===== src/rtl/core/tga_rle_image_decoder_defines.svh =====
// Assertion macros shared by the TGA decoder RTL.
// Depends on nothing; files that check their own logic include it.
`ifndef TGA_RLE_IMAGE_DECODER_DEFINES_SVH
`define TGA_RLE_IMAGE_DECODER_DEFINES_SVH

`ifndef SYNTHESIS
// Same-cycle implication, checked outside reset
`define TGAD_ASSERT_IMP(lbl, clk, rst_n, ante, cons) \
    lbl: assert property (@(posedge clk) disable iff (!rst_n) (ante) |-> (cons)) \
        else $error("tgad: same-cycle check failed");
// Next-cycle implication, checked outside reset
`define TGAD_ASSERT_NXT(lbl, clk, rst_n, ante, cons) \
    lbl: assert property (@(posedge clk) disable iff (!rst_n) (ante) |=> (cons)) \
        else $error("tgad: next-cycle check failed");
`else
`define TGAD_ASSERT_IMP(lbl, clk, rst_n, ante, cons)
`define TGAD_ASSERT_NXT(lbl, clk, rst_n, ante, cons)
`endif

`endif


===== src/rtl/core/tgad_pkg.sv =====
// Types and constants of the TGA RLE image decoder.
// No dependencies; used by tgad_in_reg, tgad_decode, tgad_out_reg and the top.
`default_nettype none

package tgad_pkg;

    // Decoder phase
    typedef enum logic [2:0] {
        PH_HEADER,
        PH_SKIP,
        PH_DATA,
        PH_DONE,
        PH_STOP
    } t_phase;

    // Input item kinds
    localparam logic [1:0] KIND_BYTE = 2'd0;
    localparam logic [1:0] KIND_CONT = 2'd1;
    localparam logic [1:0] KIND_EOF  = 2'd2;
    localparam logic [1:0] KIND_RSVD = 2'd3;

    // Result status codes
    localparam logic [2:0] ST_PIXEL     = 3'd0;
    localparam logic [2:0] ST_BAD_TYPE  = 3'd1;
    localparam logic [2:0] ST_BAD_DEPTH = 3'd2;
    localparam logic [2:0] ST_ZERO_SIZE = 3'd3;
    localparam logic [2:0] ST_TRUNC     = 3'd4;
    localparam logic [2:0] ST_TOO_LARGE = 3'd5;

    // Header byte positions
    localparam logic [4:0] HDR_ID_LEN  = 5'd0;
    localparam logic [4:0] HDR_TYPE    = 5'd2;
    localparam logic [4:0] HDR_W_LO    = 5'd12;
    localparam logic [4:0] HDR_W_HI    = 5'd13;
    localparam logic [4:0] HDR_H_LO    = 5'd14;
    localparam logic [4:0] HDR_H_HI    = 5'd15;
    localparam logic [4:0] HDR_DEPTH   = 5'd16;
    localparam logic [4:0] HDR_DESC    = 5'd17;

    // Header field values
    localparam logic [7:0] TYPE_RAW  = 8'd2;
    localparam logic [7:0] TYPE_RLE  = 8'd10;
    localparam logic [7:0] DEPTH_24  = 8'd24;
    localparam logic [7:0] DEPTH_32  = 8'd32;
    localparam int         DESC_TOP_BIT = 5;

    localparam int IDX_W = 20;

    typedef struct packed {
        logic [1:0] kind;
        logic [7:0] data_byte;
    } t_item;

    typedef struct packed {
        logic [2:0]       status;
        logic [IDX_W-1:0] pixel_index;
        logic [7:0]       blue;
        logic [7:0]       green;
        logic [7:0]       red;
        logic [7:0]       alpha;
        logic             last_pixel;
        logic             run_pending;
        logic [15:0]      image_width;
        logic [15:0]      image_height;
    } t_result;

endpackage

`default_nettype wire


===== src/rtl/core/tgad_ifs.sv =====
// Valid/ready channel interfaces of the TGA decoder: input items and results.
// Depends on nothing; widths follow tgad_pkg's item and result fields.
`default_nettype none

interface tgad_in_if;
    logic       valid;
    logic       ready;
    logic [1:0] kind;
    logic [7:0] data_byte;

    modport source (output valid, output kind, output data_byte, input ready);
    modport sink   (input valid, input kind, input data_byte, output ready);
endinterface

interface tgad_out_if;
    logic        valid;
    logic        ready;
    logic [2:0]  status;
    logic [19:0] pixel_index;
    logic [7:0]  blue;
    logic [7:0]  green;
    logic [7:0]  red;
    logic [7:0]  alpha;
    logic        last_pixel;
    logic        run_pending;
    logic [15:0] image_width;
    logic [15:0] image_height;

    modport source (output valid, output status, output pixel_index, output blue,
                    output green, output red, output alpha, output last_pixel,
                    output run_pending, output image_width, output image_height,
                    input ready);
    modport sink   (input valid, input status, input pixel_index, input blue,
                    input green, input red, input alpha, input last_pixel,
                    input run_pending, input image_width, input image_height,
                    output ready);
endinterface

`default_nettype wire


===== src/rtl/core/tgad_in_reg.sv =====
// Input register of the TGA decoder: holds one accepted item for the decode stage.
// Depends on tgad_pkg and tgad_in_if.
`default_nettype none

module tgad_in_reg (
    input  wire             i_clk,
    input  wire             i_rst_n,
    tgad_in_if.sink         i_in,
    input  wire             i_advance,
    output logic            o_valid,
    output tgad_pkg::t_item o_item
);

    logic            r_valid;
    tgad_pkg::t_item r_item;

    // Take a new item when empty or whenever the held one moves on this cycle
    assign i_in.ready = !r_valid || i_advance;

    always_ff @(posedge i_clk) begin
        if (!i_rst_n) begin
            r_valid <= 1'b0;
        end else if (i_in.ready) begin
            r_valid <= i_in.valid;
        end
    end

    always_ff @(posedge i_clk) begin
        if (i_in.ready && i_in.valid) begin
            r_item.kind      <= i_in.kind;
            r_item.data_byte <= i_in.data_byte;
        end
    end

    assign o_valid = r_valid;
    assign o_item  = r_item;

endmodule

`default_nettype wire


===== src/rtl/core/tgad_decode.sv =====
// Decode stage of the TGA decoder: header parser, ID skip, pixel/RLE state.
// Depends on tgad_pkg and tga_rle_image_decoder_defines.svh.
`default_nettype none
`include "tga_rle_image_decoder_defines.svh"

module tgad_decode #(
    parameter int MAX_PIXELS = 1048576
) (
    input  wire               i_clk,
    input  wire               i_rst_n,
    input  wire               i_step,
    input  tgad_pkg::t_item   i_item,
    output logic              o_res_valid,
    output tgad_pkg::t_result o_res
);

    localparam int CNT_W = $clog2(MAX_PIXELS + 1);
    localparam int IDX_W = tgad_pkg::IDX_W;

    // State
    tgad_pkg::t_phase r_phase, n_phase;
    logic [4:0]       r_hdr_cnt, n_hdr_cnt;
    logic [7:0]       r_id_skip, n_id_skip;
    logic             r_rle, n_rle;
    logic             r_four, n_four;
    logic             r_flip, n_flip;
    logic [15:0]      r_width, n_width;
    logic [15:0]      r_height, n_height;
    logic [1:0]       r_pbc, n_pbc;
    logic [31:0]      r_latch, n_latch;
    logic [7:0]       r_packet_left, n_packet_left;
    logic             r_repeat, n_repeat;
    logic [15:0]      r_column, n_column;
    logic [IDX_W-1:0] r_row_start, n_row_start;
    logic [CNT_W-1:0] r_pix_left, n_pix_left;
    logic             r_type_bad, n_type_bad;
    logic             r_depth_bad, n_depth_bad;
    logic             r_run_active, n_run_active;
    logic [31:0]      r_total;

    logic             w_pending;
    logic             w_emit;
    logic             w_err;
    logic [2:0]       w_err_st;
    logic [IDX_W-1:0] w_idx;
    logic             w_last;

    // Image size product; width and height settle two header bytes before the check
    always_ff @(posedge i_clk) begin
        r_total <= 32'(r_width) * 32'(r_height);
    end

    assign w_pending = (r_phase == tgad_pkg::PH_DATA) && r_run_active;

    // Next state
    always_comb begin
        n_phase       = r_phase;
        n_hdr_cnt     = r_hdr_cnt;
        n_id_skip     = r_id_skip;
        n_rle         = r_rle;
        n_four        = r_four;
        n_flip        = r_flip;
        n_width       = r_width;
        n_height      = r_height;
        n_pbc         = r_pbc;
        n_latch       = r_latch;
        n_packet_left = r_packet_left;
        n_repeat      = r_repeat;
        n_column      = r_column;
        n_row_start   = r_row_start;
        n_pix_left    = r_pix_left;
        n_type_bad    = r_type_bad;
        n_depth_bad   = r_depth_bad;
        n_run_active  = r_run_active;
        w_emit        = 1'b0;
        w_err         = 1'b0;
        w_err_st      = tgad_pkg::ST_PIXEL;
        w_idx         = '0;
        w_last        = 1'b0;

        if (i_step) begin
            if (i_item.kind == tgad_pkg::KIND_RSVD || r_phase == tgad_pkg::PH_DONE ||
                r_phase == tgad_pkg::PH_STOP) begin
                // ignored
            end else if (i_item.kind == tgad_pkg::KIND_EOF) begin
                // end of file is only harmless while a repeat run is draining
                if (!w_pending) begin
                    w_err    = 1'b1;
                    w_err_st = tgad_pkg::ST_TRUNC;
                end
            end else if (w_pending) begin
                // next copy of a repeat packet; any byte value is dropped
                n_packet_left = r_packet_left - 8'd1;
                if (r_packet_left == 8'd1) begin
                    n_run_active = 1'b0;
                end
                w_emit = 1'b1;
            end else if (i_item.kind == tgad_pkg::KIND_CONT) begin
                // nothing to continue
            end else begin
                case (r_phase)
                    tgad_pkg::PH_HEADER: begin
                        case (r_hdr_cnt)
                            tgad_pkg::HDR_ID_LEN: n_id_skip = i_item.data_byte;
                            tgad_pkg::HDR_TYPE: begin
                                n_type_bad = (i_item.data_byte != tgad_pkg::TYPE_RAW) &&
                                             (i_item.data_byte != tgad_pkg::TYPE_RLE);
                                n_rle      = (i_item.data_byte == tgad_pkg::TYPE_RLE);
                            end
                            tgad_pkg::HDR_W_LO: n_width[7:0]   = i_item.data_byte;
                            tgad_pkg::HDR_W_HI: n_width[15:8]  = i_item.data_byte;
                            tgad_pkg::HDR_H_LO: n_height[7:0]  = i_item.data_byte;
                            tgad_pkg::HDR_H_HI: n_height[15:8] = i_item.data_byte;
                            tgad_pkg::HDR_DEPTH: begin
                                n_depth_bad = (i_item.data_byte != tgad_pkg::DEPTH_24) &&
                                              (i_item.data_byte != tgad_pkg::DEPTH_32);
                                n_four      = (i_item.data_byte == tgad_pkg::DEPTH_32);
                            end
                            tgad_pkg::HDR_DESC:
                                n_flip = !i_item.data_byte[tgad_pkg::DESC_TOP_BIT];
                            default: ;
                        endcase

                        if (r_hdr_cnt >= tgad_pkg::HDR_DESC) begin
                            // header complete: checks in priority order
                            n_hdr_cnt = '0;
                            if (r_type_bad) begin
                                w_err    = 1'b1;
                                w_err_st = tgad_pkg::ST_BAD_TYPE;
                            end else if (r_depth_bad) begin
                                w_err    = 1'b1;
                                w_err_st = tgad_pkg::ST_BAD_DEPTH;
                            end else if (r_total == 32'd0) begin
                                w_err    = 1'b1;
                                w_err_st = tgad_pkg::ST_ZERO_SIZE;
                            end else if (r_total > 32'(MAX_PIXELS)) begin
                                w_err    = 1'b1;
                                w_err_st = tgad_pkg::ST_TOO_LARGE;
                            end else begin
                                n_pix_left    = r_total[CNT_W-1:0];
                                n_column      = '0;
                                // bottom-up files start at the last row: (h-1)*w
                                n_row_start   = n_flip ?
                                                IDX_W'(r_total - 32'(r_width)) : '0;
                                n_pbc         = '0;
                                n_latch       = '0;
                                n_packet_left = '0;
                                n_repeat      = 1'b0;
                                n_run_active  = 1'b0;
                                n_phase       = (r_id_skip != 8'd0) ?
                                                tgad_pkg::PH_SKIP : tgad_pkg::PH_DATA;
                            end
                        end else begin
                            n_hdr_cnt = r_hdr_cnt + 5'd1;
                        end
                    end

                    tgad_pkg::PH_SKIP: begin
                        n_id_skip = r_id_skip - 8'd1;
                        if (r_id_skip == 8'd1) begin
                            n_phase = tgad_pkg::PH_DATA;
                        end
                    end

                    tgad_pkg::PH_DATA: begin
                        if (r_rle && r_packet_left == 8'd0) begin
                            // RLE packet header: count in low 7 bits, repeat flag on top
                            n_packet_left = {1'b0, i_item.data_byte[6:0]} + 8'd1;
                            n_repeat      = i_item.data_byte[7];
                            n_pbc         = '0;
                        end else begin
                            n_latch = ((r_pbc == 2'd0) ? 32'd0 : r_latch) |
                                      (32'(i_item.data_byte) << {r_pbc, 3'b000});
                            if (r_four ? (r_pbc != 2'd3) : (r_pbc != 2'd2)) begin
                                n_pbc = r_pbc + 2'd1;
                            end else begin
                                n_pbc = '0;
                                if (!r_four) begin
                                    n_latch[31:24] = 8'hFF;
                                end
                                if (r_rle) begin
                                    n_packet_left = r_packet_left - 8'd1;
                                    if (r_repeat && r_packet_left != 8'd1) begin
                                        n_run_active = 1'b1;
                                    end
                                end
                                w_emit = 1'b1;
                            end
                        end
                    end

                    default: ;
                endcase
            end
        end

        // Pixel out: index, column/row walk, end-of-image
        if (w_emit) begin
            w_idx      = r_row_start + IDX_W'(r_column);
            n_pix_left = r_pix_left - CNT_W'(1);
            if ({1'b0, r_column} + 17'd1 >= {1'b0, r_width}) begin
                n_column    = '0;
                n_row_start = r_flip ? r_row_start - IDX_W'(r_width) :
                                       r_row_start + IDX_W'(r_width);
            end else begin
                n_column = r_column + 16'd1;
            end
            w_last = (r_pix_left == CNT_W'(1));
            if (w_last) begin
                n_phase       = tgad_pkg::PH_DONE;
                n_run_active  = 1'b0;
                n_packet_left = '0;
            end
        end

        // Errors stop the decoder until reset
        if (w_err) begin
            n_phase      = tgad_pkg::PH_STOP;
            n_run_active = 1'b0;
        end
    end

    // Result fields
    always_comb begin
        o_res_valid        = w_emit || w_err;
        o_res.status       = w_err ? w_err_st : tgad_pkg::ST_PIXEL;
        o_res.pixel_index  = w_emit ? w_idx : '0;
        o_res.blue         = w_emit ? n_latch[7:0]   : 8'd0;
        o_res.green        = w_emit ? n_latch[15:8]  : 8'd0;
        o_res.red          = w_emit ? n_latch[23:16] : 8'd0;
        o_res.alpha        = w_emit ? n_latch[31:24] : 8'd0;
        o_res.last_pixel   = w_emit && w_last;
        o_res.run_pending  = w_emit && (n_phase == tgad_pkg::PH_DATA) && n_run_active;
        o_res.image_width  = n_width;
        o_res.image_height = n_height;
    end

    always_ff @(posedge i_clk) begin
        if (!i_rst_n) begin
            r_phase       <= tgad_pkg::PH_HEADER;
            r_hdr_cnt     <= '0;
            r_id_skip     <= '0;
            r_rle         <= 1'b0;
            r_four        <= 1'b0;
            r_flip        <= 1'b0;
            r_width       <= '0;
            r_height      <= '0;
            r_pbc         <= '0;
            r_latch       <= '0;
            r_packet_left <= '0;
            r_repeat      <= 1'b0;
            r_column      <= '0;
            r_row_start   <= '0;
            r_pix_left    <= '0;
            r_type_bad    <= 1'b0;
            r_depth_bad   <= 1'b0;
            r_run_active  <= 1'b0;
        end else begin
            r_phase       <= n_phase;
            r_hdr_cnt     <= n_hdr_cnt;
            r_id_skip     <= n_id_skip;
            r_rle         <= n_rle;
            r_four        <= n_four;
            r_flip        <= n_flip;
            r_width       <= n_width;
            r_height      <= n_height;
            r_pbc         <= n_pbc;
            r_latch       <= n_latch;
            r_packet_left <= n_packet_left;
            r_repeat      <= n_repeat;
            r_column      <= n_column;
            r_row_start   <= n_row_start;
            r_pix_left    <= n_pix_left;
            r_type_bad    <= n_type_bad;
            r_depth_bad   <= n_depth_bad;
            r_run_active  <= n_run_active;
        end
    end

    // An error result parks the decoder in the stop phase
    `TGAD_ASSERT_NXT(a_err_stops, i_clk, i_rst_n, w_err, r_phase == tgad_pkg::PH_STOP)
    // The stop phase is left only by reset
    `TGAD_ASSERT_NXT(a_stop_sticky, i_clk, i_rst_n, r_phase == tgad_pkg::PH_STOP, r_phase == tgad_pkg::PH_STOP)
    // The final pixel ends the image
    `TGAD_ASSERT_NXT(a_last_done, i_clk, i_rst_n, w_emit && w_last, r_phase == tgad_pkg::PH_DONE)
    // A pending run always has copies left
    `TGAD_ASSERT_IMP(a_run_left, i_clk, i_rst_n, r_run_active, r_packet_left != 8'd0)
    // While decoding data at least one pixel is still owed
    `TGAD_ASSERT_IMP(a_pix_owed, i_clk, i_rst_n, r_phase == tgad_pkg::PH_DATA, r_pix_left != '0)

endmodule

`default_nettype wire


===== src/rtl/core/tgad_out_reg.sv =====
// Result register of the TGA decoder: holds one result until the sink takes it.
// Depends on tgad_pkg and tgad_out_if.
`default_nettype none

module tgad_out_reg (
    input  wire               i_clk,
    input  wire               i_rst_n,
    input  wire               i_load,
    input  tgad_pkg::t_result i_res,
    output logic              o_can_load,
    tgad_out_if.source        o_out
);

    logic              r_valid;
    tgad_pkg::t_result r_res;

    // Free when empty or emptied this cycle
    assign o_can_load = !r_valid || o_out.ready;

    always_ff @(posedge i_clk) begin
        if (!i_rst_n) begin
            r_valid <= 1'b0;
        end else if (o_can_load) begin
            r_valid <= i_load;
        end
    end

    always_ff @(posedge i_clk) begin
        if (o_can_load && i_load) begin
            r_res <= i_res;
        end
    end

    assign o_out.valid        = r_valid;
    assign o_out.status       = r_res.status;
    assign o_out.pixel_index  = r_res.pixel_index;
    assign o_out.blue         = r_res.blue;
    assign o_out.green        = r_res.green;
    assign o_out.red          = r_res.red;
    assign o_out.alpha        = r_res.alpha;
    assign o_out.last_pixel   = r_res.last_pixel;
    assign o_out.run_pending  = r_res.run_pending;
    assign o_out.image_width  = r_res.image_width;
    assign o_out.image_height = r_res.image_height;

endmodule

`default_nettype wire


===== src/rtl/core/tga_rle_image_decoder.sv =====
// TGA true-color RLE decoder, streaming one file byte per item.
// Depends on tgad_pkg, tgad_ifs, tgad_in_reg, tgad_decode and tgad_out_reg.
//
// Usage:
//   i_in carries items: kind 0 is a file byte (data_byte), kind 1 asks for the
//   next copy of a pending repeat run, kind 2 marks end of file. o_out carries
//   one result per pixel (status 0, BGRA, destination index) or one error result.
//   Results with run_pending set ask the source for continue items (or bytes).
// Pipeline: an accepted item waits in the input register, then is decoded into
//   the result register, which drives its result onto o_out.
// Throughput: one item per cycle while o_out is not stalled; each item is handled
//   in one decode step (header counters, pixel assembler, incrementally kept row index).
// Reset: synchronous, active low; the decoder waits for a new header and both
//   registers empty. After an error or the last pixel all items are dropped
//   until reset.
// Stall: while a result waits on o_out the input register still takes one
//   item; i_in.ready falls only when both registers are full.
`default_nettype none

module tga_rle_image_decoder #(
    parameter int MAX_PIXELS = 1048576
) (
    input  wire         i_clk,
    input  wire         i_rst_n,
    tgad_in_if.sink     i_in,
    tgad_out_if.source  o_out
);

    logic              w_in_valid;
    tgad_pkg::t_item   w_item;
    logic              w_can_load;
    logic              w_step;
    logic              w_res_valid;
    tgad_pkg::t_result w_res;

    // Decode steps whenever an item waits and the result register is free
    assign w_step = w_in_valid && w_can_load;

    tgad_in_reg u_in_reg (
        .i_clk     (i_clk),
        .i_rst_n   (i_rst_n),
        .i_in      (i_in),
        .i_advance (w_can_load),
        .o_valid   (w_in_valid),
        .o_item    (w_item)
    );

    tgad_decode #(
        .MAX_PIXELS (MAX_PIXELS)
    ) u_decode (
        .i_clk       (i_clk),
        .i_rst_n     (i_rst_n),
        .i_step      (w_step),
        .i_item      (w_item),
        .o_res_valid (w_res_valid),
        .o_res       (w_res)
    );

    tgad_out_reg u_out_reg (
        .i_clk      (i_clk),
        .i_rst_n    (i_rst_n),
        .i_load     (w_step && w_res_valid),
        .i_res      (w_res),
        .o_can_load (w_can_load),
        .o_out      (o_out)
    );

endmodule

`default_nettype wire

===== src/flat_wrapper.sv =====
// flat-port wrapper written by rule: the top's interface ports become plain ports
module tga_rle_image_decoder_flat 
#(
    parameter int MAX_PIXELS = 1048576
)
  (i_clk, i_rst_n, i_in_valid, i_in_kind, i_in_data_byte, i_in_ready, o_out_valid, o_out_status, o_out_pixel_index, o_out_blue, o_out_green, o_out_red, o_out_alpha, o_out_last_pixel, o_out_run_pending, o_out_image_width, o_out_image_height, o_out_ready);
  tgad_in_if i_in_i ();
  tgad_out_if o_out_i ();
  input  wire i_clk;
  input  wire i_rst_n;
  input wire logic [$bits(i_in_i.valid)-1:0] i_in_valid;
  input wire logic [$bits(i_in_i.kind)-1:0] i_in_kind;
  input wire logic [$bits(i_in_i.data_byte)-1:0] i_in_data_byte;
  output wire logic [$bits(i_in_i.ready)-1:0] i_in_ready;
  output wire logic [$bits(o_out_i.valid)-1:0] o_out_valid;
  output wire logic [$bits(o_out_i.status)-1:0] o_out_status;
  output wire logic [$bits(o_out_i.pixel_index)-1:0] o_out_pixel_index;
  output wire logic [$bits(o_out_i.blue)-1:0] o_out_blue;
  output wire logic [$bits(o_out_i.green)-1:0] o_out_green;
  output wire logic [$bits(o_out_i.red)-1:0] o_out_red;
  output wire logic [$bits(o_out_i.alpha)-1:0] o_out_alpha;
  output wire logic [$bits(o_out_i.last_pixel)-1:0] o_out_last_pixel;
  output wire logic [$bits(o_out_i.run_pending)-1:0] o_out_run_pending;
  output wire logic [$bits(o_out_i.image_width)-1:0] o_out_image_width;
  output wire logic [$bits(o_out_i.image_height)-1:0] o_out_image_height;
  input wire logic [$bits(o_out_i.ready)-1:0] o_out_ready;
  assign i_in_i.valid = i_in_valid;
  assign i_in_i.kind = i_in_kind;
  assign i_in_i.data_byte = i_in_data_byte;
  assign i_in_ready = i_in_i.ready;
  assign o_out_valid = o_out_i.valid;
  assign o_out_status = o_out_i.status;
  assign o_out_pixel_index = o_out_i.pixel_index;
  assign o_out_blue = o_out_i.blue;
  assign o_out_green = o_out_i.green;
  assign o_out_red = o_out_i.red;
  assign o_out_alpha = o_out_i.alpha;
  assign o_out_last_pixel = o_out_i.last_pixel;
  assign o_out_run_pending = o_out_i.run_pending;
  assign o_out_image_width = o_out_i.image_width;
  assign o_out_image_height = o_out_i.image_height;
  assign o_out_i.ready = o_out_ready;
  tga_rle_image_decoder #(.MAX_PIXELS(MAX_PIXELS)) u_core (.i_clk(i_clk), .i_rst_n(i_rst_n), .i_in(i_in_i), .o_out(o_out_i));
endmodule

===== config.mk =====
export PLATFORM = sky130hd
export DESIGN_NAME = tga_rle_image_decoder_flat
export DESIGN_NICKNAME = d
export VERILOG_FILES = /design/src/rtl/core/tgad_pkg.sv /design/src/rtl/core/tgad_ifs.sv /design/src/rtl/core/tgad_in_reg.sv /design/src/rtl/core/tgad_decode.sv /design/src/rtl/core/tgad_out_reg.sv /design/src/rtl/core/tga_rle_image_decoder.sv /design/src/flat_wrapper.sv
export VERILOG_INCLUDE_DIRS = /design/src /design/src/rtl/core
export SDC_FILE = /design/constraint.sdc
export NUM_CORES = 1
export LEC_CHECK = 0
export ABC_AREA = 1
export BUFFER_PORTS_ARGS = -buffer_cell sky130_fd_sc_hd__buf_4
export CAP_MARGIN = 20
export CORE_UTILIZATION = 45
export DETAILED_ROUTE_END_ITERATION = 10
export SYNTH_ARGS = -nofsm -noshare
export SYNTH_HDL_FRONTEND = slang
export SYNTH_SLANG_ARGS = --single-unit
export TNS_END_PERCENT = 1

===== constraint.sdc =====
create_clock -name i_clk -period 5.4 [get_ports i_clk]
set_input_delay 1.08 -clock i_clk [delete_from_list [all_inputs] [get_ports i_clk]]
set_output_delay 1.08 -clock i_clk [all_outputs]
set_load 0.01 [all_outputs]

# [Word-level counts from Yosys, hierarchy flattened]
# Index checks and enable logic that the tools add are counted.
# Widths: inputs -> output; s select.
[word_totals] ff_bits=287 out_inout_bits=91 word_cells=317 in_bits=14
[classes] shifts=1 n_lt_le_gt_ge=3 addsub=12 bitwise_logic=7 n_mul=1 eq_ne=42 mux=179 n_reduce_logical=39
[ops] cell="$mux 16" count=25
[ops] cell="$mux 32" count=12
[ops] cell="$mux 20" count=15
[ops] cell="$mux 21" count=12
[ops] cell="$mux 8" count=22
[ops] cell="$mux 3" count=24
[ops] cell="$pmux 32 s2" count=1
[ops] cell="$mux 1" count=53
[ops] cell="$add 20x16->20" count=2
[ops] cell="$sub 20x16->20" count=2
[ops] cell="$gt 32x21->1 const B" count=1
[ops] cell="$logic_not 32->1" count=1
[ops] cell="$mul 16x16->32" count=1
[ops] cell="$or 32x32->32" count=1
[ops] cell="$pmux 8 s2" count=2
[ops] cell="$shl 8x5->32" count=1
[ops] cell="$ne 2x2->1 const B" count=12
[ops] cell="$reduce_and 11->1" count=2
[ops] cell="$eq 21x1->1 const B" count=1
[ops] cell="$reduce_and 7->1" count=3
[ops] cell="$sub 21x1->21 const B" count=1
[ops] cell="$eq 5x4->1 const B" count=4
[ops] cell="$add 16x1->17 const B" count=1
[ops] cell="$ge 17x16->1" count=1
[ops] cell="other kinds (40)" count=84

# [Logic depth before layout (Yosys ltp)]
[depth] ltp_word=22 mapped_depth=27

# [Cells and area by module]
# Synthesis repeated with hierarchy kept, for this count alone.
[unflattened] cells_unflattened=3434 hier_area_um2=25670.9
[modules_own_cells] mod="tgad_decode" area_per_inst_um2=22577.9 seq_area_each_um2=3723.6 cells_each=3317 instances=1
[modules_own_cells] mod="tgad_out_reg" area_per_inst_um2=2723.9 seq_area_each_um2=2692.6 cells_each=96 instances=1
[modules_own_cells] mod="tgad_in_reg" area_per_inst_um2=351.6 seq_area_each_um2=320.3 cells_each=17 instances=1
[modules_own_cells] mod="tga_rle_image_decoder" area_per_inst_um2=17.5 seq_area_each_um2=0.0 cells_each=4 instances=1

# [Least setup slack after synthesis]
# Ideal clock, no wire load.
[synth_timing] kind="register -> register" start="register u_core.u_decode.r_width[11]" end="register u_core.u_decode.r_total[22]" required_ns=5.288 path_slack_ns=-0.157 setup_time_ns=0.112 n_path_buf=2 arrival_ns=5.444 synth_period_minus_slack_ns=5.557 path_stages_with_launch=25 path_cell_list="dfxtp_1 > buf_1 > clkbuf_1 > nand2_1 > fa_1 > fa_1 > fa_1 > inv_1 > fa_1 > fa_1 > inv_1 > fa_1 > inv_1 > ha_1 > a21oi_1 > inv_1 > a31oi_1 > a21boi_0 > inv_1 > nand2_1 > nand2_1 > nand2_1 > nand2_1 > nand2_1 > nand2_1"
[synth_between] elab_chain_len=1
[synth_rtl] item="start: declaration" line="tgad_decode.sv:27" text="logic [15:0] r_width, n_width;"
[synth_rtl] item="start signal: assignment" line="tgad_decode.sv:265" text="r_width <= n_width;"
[synth_rtl] item="$mul 16x16->32" line="tgad_decode.sv:50" text="r_total <= 32'(r_width) * 32'(r_height);"
[synth_rtl] item="end signal: assignment" line="tgad_decode.sv:50"
[synth_rtl] item="end: declaration" line="tgad_decode.sv:39" text="logic [31:0] r_total;"
# No other way between the ends.
# A chain may end at the register's enable or synchronous reset.

# [Worst setup path in the final report]
[layout_timing] start="register u_core.u_decode.r_width[8]" end="register u_core.u_decode.r_total[29]"
# Same word-level chain as after synthesis.

==> reports/qor.txt <==
Largest family of logic cells by synthesized area: adder cells
Critical path's largest stage delay: 0.55 ns
Avg Cell Area, Syn: 7.41 um^2
Register area share after synthesis: 26.4%
Vias per cell: 5.37
Synth Warn #: 0
Synthesized instance count: 3441
CTS buffer count: 35
Post-synthesis cell area: 25500 um^2
GRT Resource Usage Total: 28.1%
Number of global-route vias before repair: 22815
Synth unique cells: 48
Gp weighted congestion: 0.972
First-pass GRT wire length: 125000 um
Vias: 23451
Simple-Gate Fraction of Synth Area: 21.4%
Initial Utilization: 45.9%
Layout Nets: 3993
Final Skew: 0.0245 ns
Leakage power: 14.9 nW
Crit-path most repeated cell: fa_1
Total iterations of the first detailed-routing run: 8
Largest net degree at the start of global routing: 59
Worst EP arrival: 5.75 ns
Hold WC Path Type: register to register
Max VDD drop: 0.178 mV
Rel. slew slack: 47.2%
Clk pin slew, worst setup/hold paths: 0.06 ns
Synth top area share: 15.5%
Outcome: complete, no violations
Leading post-synthesis cells by cell area: fa_1 (15%), dfxtp_1 (15%), nand2_1 (12%), edfxtp_1 (12%), ha_1 (9.4%)
Net Count, Synth: 3843
Fin crit period: 5.31 ns
Pre-CTS setup slack: -0.230 ns
Synth Area in Compound Gates: 12.6%
Post-synthesis mux area share: 0%
Number of placed I/O pins: 105
CP Launch Type: register
Initial antenna violation count: 0
Area Growth Syn to Fin: 15.4%
F_max: 188 MHz
DIE AREA: 57600 um^2
WHS: 0.477 ns
# diodes: 0
CTS tree: done
Clock Latency Late Sink: 0.57 ns
Detailed-route DRC error count: 0
PnR worst setup slack: 0.0891 ns
Detailed Route Iter0 Violations: 1651
Fin crit share: 98.3%
Worst path top cell family by delay: adder cells
Pwr Total: 0.00498 W
Final Setup Violations: 0
Adder-cell share of the synthesized area: 24.8%
Port-buffer cells: 104
Die H: 240 um
H-Tree Depth: 2
Total Wirelength: 81300 um
GRT overflow: 0
Power Dens Cells: 169 nW/um^2
RSZ-0062 raised after global routing: yes
Max_cap viols: 0
Core Box Area: 55500 um^2
Post-DP HPWL: 64200 um
Die W: 240 um
#FFs+latches synth: 287
Max-slew violations: 0
Crit-path slowest cell: fa_1
Clk sinks: 287
Clk buf depth: 3
Final hold vios: 0
Slew @ Worst Pin: 0.791 ns
Cell Rows: 86
Data required, critical path: 5.84 ns
Root Driver: clkbuf_16
Critical path class: register to register
DRT antenna net count: 0
Biggest area consumer among synthesized cells: fa_1
Layout fillers: 5396
Nature of the critical path endpoint: register
XOR/XNOR Fraction of Synth Area: 3.40%
Fraction of layout cells with a size suffix above 1: 11.6%
WL/cell: 18.6 um
Worst-path cell chain: clkbuf_16, nand2_1, fa_1, inv_1, fa_1, fa_1, fa_1, fa_1, inv_1, fa_1, inv_1, ha_4, nand4_1, nor3_4, nand4_1, nand3_2, a21o_1, a21oi_2, xor2_1
Cts hold-fix bufs: 0
CP Buf/Inv Count: 4
CP Max Fanout: 5
layout by cell type, fill, tap and decap left out, types with 8 or more instances in the layout:
cell type  synthesis  layout
o21ai_0          167     161
buf_4              1     230
dfxtp_1          188     160
nor3_1            35      32
inv_1            608     599
or2_2             11      11
dfxtp_4            0      11
ha_4               0      11
nand4_1           45      45
xor2_1            70      70
xnor2_1           29      29
a21oi_1          271     265
nor2_4             5       8
a21o_1            24      24
inv_2             13      22
nand2_2            4      12
a211oi_1          26      26
o21a_1             8       8
clkbuf_1          92       8
a31oi_1           25      24
ha_1             191     180
o31ai_1           20      20
nor4_1            14      14
clkbuf_16          0      38
nand2_1          833     822
nand3_1          119     118
dfxtp_2            0      17
edfxtp_1          99      99
nor2_1           248     243
fa_1             197     192
o21ai_1           17      21
Yosys cell counts, drive strengths merged:
master / instances
o31ai: 20
o21bai: 6
nand4: 45
o221ai: 1
nor3: 35
nor3b: 2
clkinv: 5
xnor2: 29
a221oi: 2
nor4: 14
nand3: 120
o2111ai: 1
buf: 39
a22oi: 1
clkbuf: 92
ha: 191
o21a: 8
o41ai: 1
inv: 621
dfxtp: 188
nor2: 254
or2: 13
a21o: 24
a211oi: 26
o21ai: 184
a21boi: 3
a31oi: 25
a21oi: 271
o211ai: 7
nand2: 837
fa: 197
o22ai: 1
o2111a: 2
xor2: 70
and3: 1
edfxtp: 99
nand3b: 6
sequential cells by signal, indices dropped and copies added (netlist names), 10 cells and up:
register,flops
u_core.u_decode.r_width,16
u_core.u_out_reg.o_out.image_width,16
u_core.u_in_reg.o_item,10
u_core.u_decode.r_column,16
u_core.u_out_reg.o_out.pixel_index,20
u_core.u_decode.r_height,16
u_core.u_decode.r_total,32
u_core.u_decode.r_pix_left,21
u_core.u_decode.r_row_start,20
u_core.u_decode.r_latch,32
u_core.u_out_reg.o_out.image_height,16
final timing paths:
check                                                 start                                         to  slack, ns  depth (start not counted)
setup / recovery      u_core.u_decode.r_width[8]$_SDFF_PN0_        u_core.u_decode.r_total[29]$_DFF_P_       0.09                         19
hold / removal    u_core.u_decode.r_id_skip[7]$_SDFFE_PN0P_  u_core.u_decode.r_id_skip[7]$_SDFFE_PN0P_       0.48                          2
setup reg to reg      u_core.u_decode.r_width[8]$_SDFF_PN0_        u_core.u_decode.r_total[29]$_DFF_P_       0.09                         19
hold reg to reg   u_core.u_decode.r_id_skip[7]$_SDFFE_PN0P_  u_core.u_decode.r_id_skip[7]$_SDFFE_PN0P_       0.48                          2
worst min-delay path, cell delays in order (launching register included):
cell	delay, ns
dfxtp_1	0.31
nand2_1	0.06
a21oi_1	0.06
stage by stage:
step | cells | cell area, um^2 | TNS [ns] | util (%)
after CTS | 4349 | 28900 | 0 | 52.1
final | 4366 | 29400 | 0 | 53.0
after global routing | 4366 | 29400 | -0.629 | 53.0
after detailed placement | 4284 | 27700 | -1.62 | 49.9
after floorplan | 3441 | 25500 | -0.0499 | -
after global placement | 4283 | 27700 | -1.01 | 49.9
kinds of logic after synthesis:
group / count (synthesis)
simple gates: 1327
buf+inv: 757
compound gates: 583
fa+ha+maj: 388
flops: 287
xor+xnor: 99
layer usage:
layer  track usage [%]  wire, um  vias to the layer above
met4              8.09      2020                        0
met1              37.3     35300                    11363
met3              3.30      4430                      125
met5                 0         0                        -
met2              47.9     39600                      745
li1                  -         -                    11218
power by group:
group	switching (W)	internal [W]	total, W
logic	0.000172	0.0000739	0.000246
registers	0.0000325	0.00225	0.00228
clock network	0.00103	0.00142	0.00246
what timing repair did:
action | 4_1_cts | 5_1_grt
setup endpoints to repair | 17 | 18
resized for setup | 25 | 89
setup buffers | 1 | 15
pin swaps | 5 | 35
gates cloned | 0 | 2
cell type report:
class | instances | area [um^2] | share of cell area (%)
Clock buffer | 46 | 958 | 3.26
Clock inverter | 18 | 221 | 0.753
Inverter | 626 | 2350 | 7.98
Multi-Input combinational cell | 2397 | 16200 | 55.0
Sequential cell | 287 | 6800 | 23.1
Tap cell | 748 | 936 | 3.18
Timing Repair Buffer | 244 | 1980 | 6.72
No activity file was read; power rests on OpenSTA's default activity.
